<file path="src/design/byte_ring_fifo_core_assert.svh">
// ---------------------------------------------------------------------------
// byte_ring_fifo_core_assert.svh
// Assertion macros for the byte ring FIFO. They use clk and rst_n of the
// module that includes this file.
// ---------------------------------------------------------------------------
`ifndef BYTE_RING_FIFO_CORE_ASSERT_SVH
`define BYTE_RING_FIFO_CORE_ASSERT_SVH

// Consequent must hold in the same cycle as the antecedent.
`define BRF_CHECK_SAME(lbl, ante, cons) \
    lbl: assert property (@(posedge clk) disable iff (!rst_n) (ante) |-> (cons)) \
        else $error("byte_ring_fifo_core: same-cycle check failed");

// Consequent must hold in the cycle after the antecedent.
`define BRF_CHECK_NEXT(lbl, ante, cons) \
    lbl: assert property (@(posedge clk) disable iff (!rst_n) (ante) |=> (cons)) \
        else $error("byte_ring_fifo_core: next-cycle check failed");

`endif

</file>
<file path="src/design/brf_pkg.sv">
// ---------------------------------------------------------------------------
// brf_pkg
// Request and status codes, fixed widths and the control word that rides
// along with the bank read for the byte ring FIFO.
// ---------------------------------------------------------------------------
`default_nettype none

package brf_pkg;

    // Byte banks: one per byte of a word, indexed by the low address bits
    localparam int BANKS  = 8;
    localparam int BANK_W = 3;

    localparam int DATA_W  = 64;
    localparam int COUNT_W = 4;
    localparam int LEVEL_W = 12;

    // Request codes
    localparam logic [1:0] REQ_ENQ  = 2'd0;
    localparam logic [1:0] REQ_DEQ  = 2'd1;
    localparam logic [1:0] REQ_PEEK = 2'd2;
    localparam logic [1:0] REQ_DISC = 2'd3;

    // Status codes
    localparam logic [1:0] ST_OK      = 2'd0;
    localparam logic [1:0] ST_NO_ROOM = 2'd1;
    localparam logic [1:0] ST_NO_DATA = 2'd2;

    // Control word held beside the bank read data
    typedef struct packed {
        logic               rd_flag;  // word data goes out
        logic [BANK_W-1:0]  rot;      // bank of the first byte
        logic [COUNT_W-1:0] done;
        logic [1:0]         status;
        logic [LEVEL_W-1:0] used;
        logic [LEVEL_W-1:0] free;
    } brf_ctrl_t;

endpackage

`default_nettype wire

</file>
<file path="src/design/brf_merge.sv">
// ---------------------------------------------------------------------------
// brf_merge
// Rotates the bank outputs back into word order and clears bytes past the
// count or of requests that return no data.
// ---------------------------------------------------------------------------
`default_nettype none

module brf_merge (
    input  wire logic [brf_pkg::BANKS-1:0][7:0] bank_q,
    input  wire brf_pkg::brf_ctrl_t             ctrl,
    output logic      [brf_pkg::DATA_W-1:0]     word
);

    // Byte i of the word came from bank (rot + i)
    always_comb
    begin
        logic [brf_pkg::BANK_W-1:0] idx;
        for (int i = 0; i < brf_pkg::BANKS; i++)
        begin
            idx = brf_pkg::BANK_W'(i) + ctrl.rot;
            if (ctrl.rd_flag && (brf_pkg::COUNT_W'(i) < ctrl.done))
            begin
                word[8*i +: 8] = bank_q[idx];
            end
            else
            begin
                word[8*i +: 8] = 8'd0;
            end
        end
    end

endmodule

`default_nettype wire

</file>
<file path="config.mk">
export PLATFORM = sky130hd
export DESIGN_NAME = brf_merge
export DESIGN_NICKNAME = d
export VERILOG_FILES = /design/src/design/byte_ring_fifo_core_assert.svh /design/src/design/brf_pkg.sv /design/src/design/brf_merge.sv
export SDC_FILE = /design/constraint.sdc
export NUM_CORES = 1
export LEC_CHECK = 0
export BUFFER_PORTS_ARGS = -buffer_cell sky130_fd_sc_hd__clkbuf_2
export CAP_MARGIN = 20
export CORE_MARGIN = 8
export CORE_UTILIZATION = 45
export DETAILED_ROUTE_END_ITERATION = 6
export PLACE_DENSITY = 0.88
export SLEW_MARGIN = 15
export SYNTH_ARGS = -nofsm -noshare
export SYNTH_HDL_FRONTEND = slang
export SYNTH_SLANG_ARGS = --single-unit
</file>
<file path="constraint.sdc">
create_clock -name vclk -period 8.8
set_input_delay 1.76 -clock vclk [all_inputs]
set_output_delay 1.76 -clock vclk [all_outputs]
set_load 0.1 [all_outputs]
</file>
==> results list <==
* Minimum period implied by the final worst setup slack: 6880 ps
- In this run the standard cell core region covers 6720 µm².
- Pins Over Slew Limit: 0
* RSZ-0062 raised after global routing: false
- At the end of routability-driven placement, the weighted congestion stood at 0.910.
- The layout has 607 filler cells.
* Vias per cell: 7.05
* Top-area cell type share of the netlist area: 30.0%
- Summed over all nets, the half-perimeter wirelength after detailed placement is 8.63 mm.
- Outcome: finished, final reports clean
* Overall routed net length: 11.8 mm
* Worst Setup Start Kind: input pin
* Initial cell density of the core: 45.8%
* Pwr Density: 120 nW/µm²
- Total DRC errors in the routed layout: 0
- Crit path max fanout: 39
* Global-route usage over all layers: 23.0%
* Leak Pwr: 1.79 nW
- On the worst path, the slowest cell contributes a delay of 900 ps.
* Class of the tightest hold or removal check: in -> out
- Layout area overhead: 19.0%
- After synthesis, the mean cell area works out to 10.7 µm².
- Once placement finished, the instance area stood at 3670 µm².
- Synthesis produced 287 cells.
- The setup path with the least slack is of type in -> out.
- Across the whole layout, storage elements account for 0 µm².
* CP dominant cell by count: sky130_fd_sc_hd__clkbuf_2
- ANT nets after route: 0
- Req. time, crit path: 7040 ps
- For the pin with the worst max-slew slack, the measured transition is 1080 ps.
- Count of maximum capacitance violations: 0
- Final setup fails: 0
- The number of antenna violations at the first check in global routing was 0.
- Total via count after detailed routing: 3393
- For this design, the slowest cell found on the critical path is sky130_fd_sc_hd__ha_2.
- The post-route netlist has 51.1% of its cells at a drive strength greater than 1.
* Count of synthesis-stage warnings from yosys: 0
- Headroom to the max-slew limit came out at 28.3%.
- The die covers 9750 µm².
- Synth Net Count: 387
- Number of distinct standard cells referenced by the synthesized netlist: 36
- Wire length of the first global-routing pass: 18.4 mm
- Highest ir drop seen on vdd: 0.0706 mV
- Static timing analysis puts the maximum clock frequency at 145 MHz.
- Cell types with the largest area share after synthesis: sky130_fd_sc_hd__mux4_2 (30%), sky130_fd_sc_hd__mux2i_1 (21%), sky130_fd_sc_hd__a22o_1 (9.1%)
* Crit. End Element: output port
- Commonest cells after routing, fill and taps aside: sky130_fd_sc_hd__clkbuf_2 (136), sky130_fd_sc_hd__mux2i_1 (64), sky130_fd_sc_hd__mux4_2 (41), sky130_fd_sc_hd__a22o_1 (32), sky130_fd_sc_hd__o22ai_1 (24)
* Hold buffer count at CTS: 0
- Number of flip-flops and latches: 0
- Vias in the first global route: 3432
- Number of placement rows: 30
- After layout, the worst path uses 78.2% of the clock period.
- With fillers left out, the area of the finished cells amounts to 3670 µm².
- # resized after CTS: 0
- The final layout contains 503 nets.
* Final antenna diode count: 0
- Largest net degree at the start of global routing: 40
- Before antenna repair, the detailed router went through 4 iterations.
- Final hold violations: 0
- sky130_fd_sc_hd__mux4_2 takes more of the synthesized area than any other cell.
* Number of port buffers: 136
- Summed over all layers, the global routing overflow is 0.
* Total standard cell area after synthesis: 3080 µm²
- The floorplan step set the die width to 98.7 µm.
* Floorplan die height: 98.7 µm
- After clock tree synthesis, the setup repair step added 0 buffers.
- Share of the yosys chip area belonging to registers: 0%
* Starting DRT DRC Count: 325
* Data arrival time of the critical path: 5120 ps
* Mean routed wirelength per cell: 24.6 µm
- Most common cell after layout, fill and taps aside: sky130_fd_sc_hd__clkbuf_2
- Adding up every negative setup slack in the final design gives 0 ps.
- Boundary pin count: 162
* List of cells traversed by the critical path: clkbuf_2 > buf_4 > inv_2 > ha_2 > buf_12 > mux4_1 > a22o_1 > clkbuf_2
* Count of clock-net buffers in the final layout: 0
-- cell type report --
class,count,area (µm²),share of cell area [%]
multi-input combinational,241,2770,75.5
timing repair buffer,140,723,19.7
tap,80,100,2.73
inverter,20,75.1,2.05
-- cell families (layout without fill, tap and decap cells) --
logic type / count (synthesis) / in the layout / share of synthesized area [%]
multiplexers: 128 / 128 / 62.6
AO/OA/AOI/OAI: 80 / 80 / 19.6
buffers and inverters: 46 / 160 / 10.2
AND/OR/NAND/NOR: 27 / 27 / 5.69
XOR/XNOR: 4 / 4 / 1.14
adder cells (fa/ha/maj): 2 / 2 / 0.812
-- final timing paths --
kind / endpoint / cells past startpoint / startpoint / slack (ps)
max: word[46] / 8 / ctrl[30] / 1920
min: word[29] / 5 / bank_q[53] / 4360
-- critical path, delay by kind of cell --
kind / cells / cell delay [ps]
mux: 1 / 600
compound gates: 1 / 260
fa+ha+maj: 1 / 900
buf+inv: 5 / 1570
-- cell usage after synthesis, types with 2 or more instances --
| cell | number |
|---|---|
| sky130_fd_sc_hd__xor2_1 | 2 |
| sky130_fd_sc_hd__nand3_1 | 5 |
| sky130_fd_sc_hd__a22o_1 | 32 |
| sky130_fd_sc_hd__mux4_2 | 41 |
| sky130_fd_sc_hd__ha_1 | 2 |
| sky130_fd_sc_hd__o22ai_1 | 24 |
| sky130_fd_sc_hd__mux2_2 | 16 |
| sky130_fd_sc_hd__nor3_2 | 4 |
| sky130_fd_sc_hd__buf_2 | 2 |
| sky130_fd_sc_hd__nor2_1 | 2 |
| sky130_fd_sc_hd__buf_6 | 8 |
| sky130_fd_sc_hd__and3_1 | 8 |
| sky130_fd_sc_hd__buf_12 | 2 |
| sky130_fd_sc_hd__inv_1 | 19 |
| sky130_fd_sc_hd__a21oi_1 | 3 |
| sky130_fd_sc_hd__a22oi_1 | 16 |
| sky130_fd_sc_hd__xnor2_1 | 2 |
| sky130_fd_sc_hd__clkbuf_1 | 3 |
| sky130_fd_sc_hd__mux4_1 | 7 |
| sky130_fd_sc_hd__buf_4 | 9 |
| sky130_fd_sc_hd__o211ai_1 | 2 |
| sky130_fd_sc_hd__mux2i_1 | 64 |
-- per-stage QoR --
| stage | utilization (%) | hold slack, ps | cells | worst slack (ps) | total power, mW |
|---|---|---|---|---|---|
| after floorplan | - | 4180 | 287 | 2290 | 0.359 |
| after global placement | 54.3 | 4340 | 480 | 1810 | 0.427 |
| after detailed placement | 54.6 | 4360 | 481 | 1930 | 0.436 |
| after CTS | 54.6 | 4360 | 481 | 1930 | 0.437 |
| after global routing | 54.6 | 4400 | 481 | 1760 | 0.455 |
| final | 54.6 | 4360 | 481 | 1920 | 0.438 |
-- where the power goes --
group          internal [mW]  total [mW]  switching, mW
sequential                 0           0              0
clock                      0           0              0
combinational          0.118       0.438          0.321
total                  0.118       0.438          0.321
-- routing by layer --
layer	vias to the layer above	GRT usage, %	routed length [µm]
met2	235	40.3	5930
li1	1468	-	-
met5	-	0	0
met4	0	5.79	241
met1	1667	28.4	4550
met3	23	4.09	1110
Power figures use the tool's default switching activity.
